### src/hw/rtl/pbq_pkg.sv
`timescale 1ns / 1ps
package pbq_pkg;

  localparam int RIGHT_FRAC = 14;
  localparam logic [16:0] UV_ONE = 17'd65536;
  localparam logic [16:0] UV_HUNDREDTH = 17'd655;
  localparam logic CFG_RIGHT_X = 1'b0;
  localparam logic CFG_RIGHT_Z = 1'b1;

  typedef struct packed {
    logic signed [31:0] pos_x;
    logic signed [31:0] pos_y;
    logic signed [31:0] pos_z;
    logic [31:0]        age;
    logic [31:0]        life;
    logic [31:0]        start_color;
    logic [31:0]        end_color;
    logic [30:0]        start_size;
    logic [30:0]        end_size;
  } in_item_t;

  typedef struct packed {
    logic signed [31:0] vert_x;
    logic signed [31:0] vert_y;
    logic signed [31:0] vert_z;
    logic [31:0]        vert_color;
    logic [16:0]        tex_u;
    logic [16:0]        tex_v;
    logic               last_vertex;
  } out_item_t;

  // quad center, color and signed corner offsets
  typedef struct packed {
    logic [31:0] pos_x;
    logic [31:0] pos_y;
    logic [31:0] pos_z;
    logic [31:0] color;
    logic [31:0] off_x;
    logic [31:0] off_y;
    logic [31:0] off_z;
  } quad_base_t;

endpackage

### src/hw/rtl/pbq_emit.sv
`timescale 1ns / 1ps
module pbq_emit import pbq_pkg::*; (
  input  logic       clk,
  input  logic       rst_n,
  input  logic       in_valid,
  input  quad_base_t in_base,
  output logic       out_strobe,
  output out_item_t  out_item
);

  quad_base_t  base_r;
  logic        act_r;
  logic [2:0]  cnt_r;
  logic        strobe_r;
  logic        last_r;
  out_item_t   item_r;

  // hold quad and step through six vertices
  always_ff @(posedge clk) begin
    if (!rst_n) begin
      act_r <= 1'b0;
      cnt_r <= 3'd0;
    end else if (in_valid) begin
      act_r <= 1'b1;
      cnt_r <= 3'd0;
    end else if (act_r) begin
      act_r <= cnt_r != 3'd5;
      cnt_r <= 3'(cnt_r + 3'd1);
    end
    if (in_valid) begin
      base_r <= in_base;
    end
  end

  // corner order p4 p2 p1 p4 p1 p3
  logic        xp, yp;
  logic [16:0] tu, tv;
  always_comb begin
    case (cnt_r)
      3'd0:    begin xp = 1'b0; yp = 1'b0; tu = UV_ONE;       tv = 17'd0;  end
      3'd1:    begin xp = 1'b0; yp = 1'b1; tu = UV_HUNDREDTH; tv = 17'd0;  end
      3'd2:    begin xp = 1'b1; yp = 1'b1; tu = UV_HUNDREDTH; tv = UV_ONE; end
      3'd3:    begin xp = 1'b0; yp = 1'b0; tu = UV_ONE;       tv = 17'd0;  end
      3'd4:    begin xp = 1'b1; yp = 1'b1; tu = UV_HUNDREDTH; tv = UV_ONE; end
      3'd5:    begin xp = 1'b1; yp = 1'b0; tu = UV_ONE;       tv = UV_ONE; end
      default: begin xp = 1'b0; yp = 1'b0; tu = UV_ONE;       tv = 17'd0;  end
    endcase
  end

  // register the vertex, sums wrap
  always_ff @(posedge clk) begin
    if (!rst_n) begin
      strobe_r <= 1'b0;
      last_r   <= 1'b0;
    end else begin
      strobe_r <= act_r;
      last_r   <= act_r && (cnt_r == 3'd5);
    end
    item_r.vert_x <= xp ? base_r.pos_x + base_r.off_x : base_r.pos_x - base_r.off_x;
    item_r.vert_z <= xp ? base_r.pos_z + base_r.off_z : base_r.pos_z - base_r.off_z;
    item_r.vert_y <= yp ? base_r.pos_y + base_r.off_y : base_r.pos_y - base_r.off_y;
    item_r.vert_color  <= base_r.color;
    item_r.tex_u       <= tu;
    item_r.tex_v       <= tv;
    item_r.last_vertex <= 1'b0;
  end

  assign out_strobe = strobe_r;
  always_comb begin
    out_item = item_r;
    out_item.last_vertex = last_r;
  end

endmodule

### config.mk
export PLATFORM = sky130hd
export DESIGN_NAME = pbq_emit
export DESIGN_NICKNAME = d
export VERILOG_FILES = /design/src/hw/rtl/pbq_pkg.sv /design/src/hw/rtl/pbq_emit.sv
export SDC_FILE = /design/constraint.sdc
export NUM_CORES = 1
export LEC_CHECK = 0
export ABC_AREA = 0
export BUFFER_PORTS_ARGS = -buffer_cell sky130_fd_sc_hd__buf_2
export CORE_ASPECT_RATIO = 1.5
export CORE_MARGIN = 2
export CORE_UTILIZATION = 30
export DETAILED_ROUTE_END_ITERATION = 10
export HOLD_SLACK_MARGIN = 0.08
export PLACE_DENSITY = 0.5
export SYNTH_ARGS = -nofsm -noshare
export SYNTH_HDL_FRONTEND = slang
export SYNTH_SLANG_ARGS = --single-unit
### constraint.sdc
create_clock -name clk -period 3.6 [get_ports clk]
set_clock_uncertainty 0.2 [all_clocks]
set_input_delay 0.36 -clock clk [delete_from_list [all_inputs] [get_ports clk]]
set_output_delay 0.36 -clock clk [all_outputs]
set_load 0.05 [all_outputs]
Word level (Yosys, flattened, before mapping)
Index checks and enable logic that the tools add are counted. Widths: inputs -> output; s select.

Bits of input ports: 227. Register bits: 392. RAM bits: 0. Output and inout bits: 164. Bits in read-only memories: 0. Word-level logic and storage cells: 43. Latch bits: 0. Memories kept: 0.

Div/mod/pow operators: 0. Multipliers: 0. Reductions and logical operators: 4. Bitwise gates (word level): 1. Shift-type cells: 0. Add/sub/neg operators: 7. Equality and inequality tests: 5. Magnitude comparators: 0. Multiplexer cells: 9.

Operator list (count): $add 32x32->32 (3); $mux 32 (3); $sub 32x32->32 (3); $mux 17 (2); $eq 3x3->1 const B (2); $reduce_or 3->1 (2); $mux 1 (4); $add 3x1->3 const B (1); $eq 3x1->1 const B (1); $eq 3x2->1 const B (1); $ne 3x3->1 const B (1); $reduce_or 2->1 (1); $logic_and 1x1->1 (1); $not 1->1 (1).

Depth between registers and ports, before layout
Word-level depth: 4. Mapped depth: 18. Mapped depth without buffers: 16.

Worst setup path after synthesis
No wires, ideal clock.

Kind: register -> register. Start: register cnt_r[0]. End: register item_r (netlist bit out_item[161]). Period minus slack after synthesis: 3822 ps. Library setup time: 72 ps. Path buffers: 1. Data arrival time: 3550 ps. Stages on the path, launching flop included: 18. Path slack: -222 ps. Cell sequence: dfxtp_1 > inv_1 > ha_1 > nor2_1 > a21o_1 > clkbuf_1 > nand2_1 > o21ai_0 > inv_1 > fa_1 > and2b_1 > o2111ai_1 > a31oi_2 > nor3_1 > o31a_1 > o41a_1 > a21oi_2 > xor2_1.

Word-level cells in the longest chain between the ends: 4.

RTL lines: from (decl) (RTL line pbq_emit.sv:13) `logic [2:0] cnt_r;`; from (signal assigned) (RTL line pbq_emit.sv:28) `cnt_r <= 3'(cnt_r + 3'd1);`; $eq 3x3->1 / $eq 3x2->1 (equally long branches) (RTL line pbq_emit.sv:39) `case (cnt_r)`; $reduce_or 3->1 (no source line) *; $mux 1 * (RTL line pbq_emit.sv:39); $mux 32 * (RTL line pbq_emit.sv:59) `item_r.vert_x <= xp ? base_r.pos_x + base_r.off_x : base_r.pos_x - base_r.off_x;`; to (decl) (RTL line pbq_emit.sv:16) `out_item_t item_r;`.

Every way passes the cells marked *; elsewhere a longest branch is shown, timed or not. A chain may end at the register's enable or synchronous reset.

Worst setup path in the final report
Start: register base_r[67] (netlist bit). End: register item_r (netlist bit out_item[159]).

Word-level cells in the longest chain between the ends: 2.

RTL lines: from (decl) (RTL line pbq_emit.sv:11) `quad_base_t base_r;`; from (signal assigned) (RTL line pbq_emit.sv:31) `base_r <= in_base;`; $sub 32x32->32 / $add 32x32->32 (equally long branches) (RTL line pbq_emit.sv:59); $mux 32 * (RTL line pbq_emit.sv:59).

Marks and branches as above.

==> run metrics <==
final setup margin -0.243 ns; number of filler instances in the final layout 5008; Max Buffers Root-to-Sink 3; critical path endpoint category flop; I/O pin count about 390; post-placement setup slack -0.478 ns; horizontal extent of the die 198 um; routed length per instance about 18 um; top fanout value on the critical path 4; class of the most critical setup path reg2reg; wire length of the first global-routing pass 82.1 mm; reg-to-reg critical path startpoint base_r[67]; Detailed Route Iter0 Violations 433; CTS tree built; initial core utilization 30.3%; number of sinks driven by the clock tree 361; clk root buf sky130_fd_sc_hd__clkbuf_16; launching element type of the critical path flop; Total Wirelength 55.5 mm; global route overflow 0; cell with the most instances after synthesis sky130_fd_sc_hd__edfxtp_1; origin of the worst min-delay path base_r[108]; Final Instance Count excl. Fillers 3155; data arrival time of the critical path 4.09 ns; synthesis-to-finish area growth 65.7%; unrepaired setup endpoints after global routing true; global placer's final weighted congestion 0.927; most instantiated cells after synthesis sky130_fd_sc_hd__edfxtp_1 (224), sky130_fd_sc_hd__dfxtp_1 (137), sky130_fd_sc_hd__ha_1 (121), sky130_fd_sc_hd__a21oi_1 (119), sky130_fd_sc_hd__xnor2_1 (112); number of flops mapped to enable cells by yosys 224; number of buffers inserted during clock tree synthesis 39; final design area excluding fillers 0.0279 mm2; mean cell area of the mapped netlist about 12 um2; post-synthesis async set-or-reset flop share 0%; Inst Count DP 2788; via density per instance 4.57; DRC violations left 0; number of pins exceeding their max-slew limit in the final report 0; maximum number of pins on one net before global-route repair 84; Period minus WS final 3.84 ns; post-synth top area share 39.9%; Seq/Total Area, Yosys approximately 56%; number of instances in the synthesized netlist about 1400; leak pwr 0.0119 uW; number of hold-slack violations in the final timing report 0; total power 16000 uW; peak ir drop on the vdd network between 400 and 500 uV; DPL Wire Length 40.9 mm; via count of the first global-routing pass 15300; headroom to the max-slew limit 51.1%; Placed Area 0.0219 mm2; power per cell area 571 mW/mm2; Total Routing Usage GR 18.3%; Initial DRT Pass Iterations 4; Yosys cell types 70; share of the clock period used by the worst path 107%; violations in the final reports setup timing; Synth area leader sky130_fd_sc_hd__edfxtp_1; multi-input logic area 0.00869 mm2; status finished, violations left; summed instance area of the synthesized netlist roughly 0.017 mm2; Die Y 294 um; # H-tree levels 2; Seq. cell area ~0.0095 mm2; ranking of synthesized cells by area sky130_fd_sc_hd__edfxtp_1 (40%), sky130_fd_sc_hd__dfxtp_1 (16%), sky130_fd_sc_hd__ha_1 (9.0%); MaxCap Viol Count 0; Skew-Pair Late Insertion Delay 0.56 ns; clock transition at the register clock pins on the worst setup and hold paths after CTS ~0.06 ns; #FFs+latches synth 361; area of the core roughly 0.056 mm2; Synth Warn # 0; fraction of layout cells with a size suffix above 1 45.5%; worst hold path type reg2reg; count of port buffers added during placement 364; endpoints failing setup 24; post-route antenna net violation count 0; WP data required 3.85 ns; CP Launch Point base_r[67]; highest achievable clock rate 0.260 GHz; number of antenna violations at the first check in global routing 2; top_reg_cell synth sky130_fd_sc_hd__edfxtp_1; Final Net Count 2770; total number of vias approximately 14000; die area 0.0582 mm2; Worst-Margin Slew 0.734 ns; floorplan row count 106
metal layers:
metal | GRT usage (%) | wire length [um]
met2 | 35.4 | 29800
met1 | 19.3 | 20900
met3 | 3.43 | 2590
met4 | 7.32 | 2100
met5 | 0 | 12
final cells by class:
cell class              instances  share of cell area [%]
diodes                          3                  0.0269
inverters                      39                   0.569
repair buffers                987                    26.3
flip-flops and latches        361                    33.9
repair inverters                1                  0.0269
well taps                     702                    3.14
multi-input cells             990                    31.1
clock buffers                  47                    3.94
clock inverters                25                    1.01
worst max-delay path, cell delays in order (launching register included):
cell                       delay (ns)
sky130_fd_sc_hd__edfxtp_1        0.39
sky130_fd_sc_hd__or3_4           0.43
sky130_fd_sc_hd__nor4_4          0.28
sky130_fd_sc_hd__and2_4          0.26
sky130_fd_sc_hd__a21oi_2         0.07
sky130_fd_sc_hd__xor2_1          0.18
sky130_fd_sc_hd__ha_2            0.34
sky130_fd_sc_hd__o21a_1          0.13
sky130_fd_sc_hd__o211ai_1        0.13
sky130_fd_sc_hd__a21oi_1         0.16
sky130_fd_sc_hd__nand3_1         0.12
sky130_fd_sc_hd__o31a_1          0.35
sky130_fd_sc_hd__o41a_1          0.43
sky130_fd_sc_hd__buf_4           0.15
sky130_fd_sc_hd__xnor2_1         0.11
logic make-up (layout without fill, tap and decap cells):
family / Yosys count / in the layout / synth area share, %
buffers and inverters: 96 / 1099 / 2.86
multiplexers: 1 / 1 / 0.0594
flip-flops: 361 / 361 / 56.2
AO/OA/AOI/OAI: 365 / 365 / 13.7
adder cells (fa/ha/maj): 124 / 124 / 9.34
XOR/XNOR: 185 / 185 / 9.61
AND/OR/NAND/NOR: 289 / 289 / 8.27
other: 1 / 29 / 0.0222
path summary, 6_finish.rpt:
check                           slack, ns  depth (start not counted)       endpoint
worst min register to register       0.13                          0   out_item[47]
worst max register to register      -0.24                         14  out_item[159]
worst max-delay path                -0.24                         14  out_item[159]
worst min-delay path                 0.13                          0   out_item[47]
power by group:
part           switching, uW  internal (uW)  leakage, uW
Sequential               298           5110      0.00335
Clock                   1780           2510     0.000676
Combinational           3850           2400      0.00791
state kept, by name, indices dropped and copies added (netlist names):
register / flops
base_r: 224
out_strobe: 1
out_item: 131
cnt_r: 3
last_r: 1
act_r: 1
cell usage in the layout (no fill, tap or decap), types with 11 or more instances in the layout:
| cell | count |
|---|---|
| sky130_fd_sc_hd__buf_2 | 363 |
| sky130_fd_sc_hd__buf_4 | 343 |
| sky130_fd_sc_hd__dlygate4sd3_1 | 225 |
| sky130_fd_sc_hd__edfxtp_1 | 224 |
| sky130_fd_sc_hd__dfxtp_1 | 135 |
| sky130_fd_sc_hd__ha_1 | 105 |
| sky130_fd_sc_hd__xnor2_1 | 95 |
| sky130_fd_sc_hd__nand2_1 | 73 |
| sky130_fd_sc_hd__xor2_1 | 63 |
| sky130_fd_sc_hd__a21oi_2 | 57 |
| sky130_fd_sc_hd__nor2_1 | 56 |
| sky130_fd_sc_hd__a21oi_1 | 56 |
| sky130_fd_sc_hd__buf_6 | 48 |
| sky130_fd_sc_hd__a21o_1 | 47 |
| sky130_fd_sc_hd__clkbuf_16 | 43 |
| sky130_fd_sc_hd__inv_1 | 33 |
| sky130_fd_sc_hd__conb_1 | 26 |
| sky130_fd_sc_hd__o21ai_0 | 25 |
| sky130_fd_sc_hd__o21ai_2 | 24 |
| sky130_fd_sc_hd__o21ai_1 | 21 |
| sky130_fd_sc_hd__nand4_1 | 20 |
| sky130_fd_sc_hd__o21a_1 | 18 |
| sky130_fd_sc_hd__xnor2_2 | 16 |
| sky130_fd_sc_hd__nor2_2 | 15 |
| sky130_fd_sc_hd__nor2_4 | 12 |
| sky130_fd_sc_hd__nand3_1 | 11 |
| sky130_fd_sc_hd__nand2b_1 | 11 |
repair_timing:
item	in CTS	in global routing
endpoints found under the hold margin	230	0
endpoints found under the setup margin	57	54
resized for setup	210	219
cloned	2	1
buffers inserted	33	45
pin swaps	114	142
hold buffers	225	0
metrics by stage:
step                      hold slack (ns)  utilization [%]  setup TNS (ns)
after floorplan                     0.123                -        -0.00553
after global placement              0.123             39.3          -11.93
after global routing                0.148             50.2           -8.32
after CTS                           0.133             47.9           -2.86
final                               0.135             50.2           -2.04
after detailed placement            0.127             39.3          -13.15
Note: power is estimated with default switching activity, not from simulation.
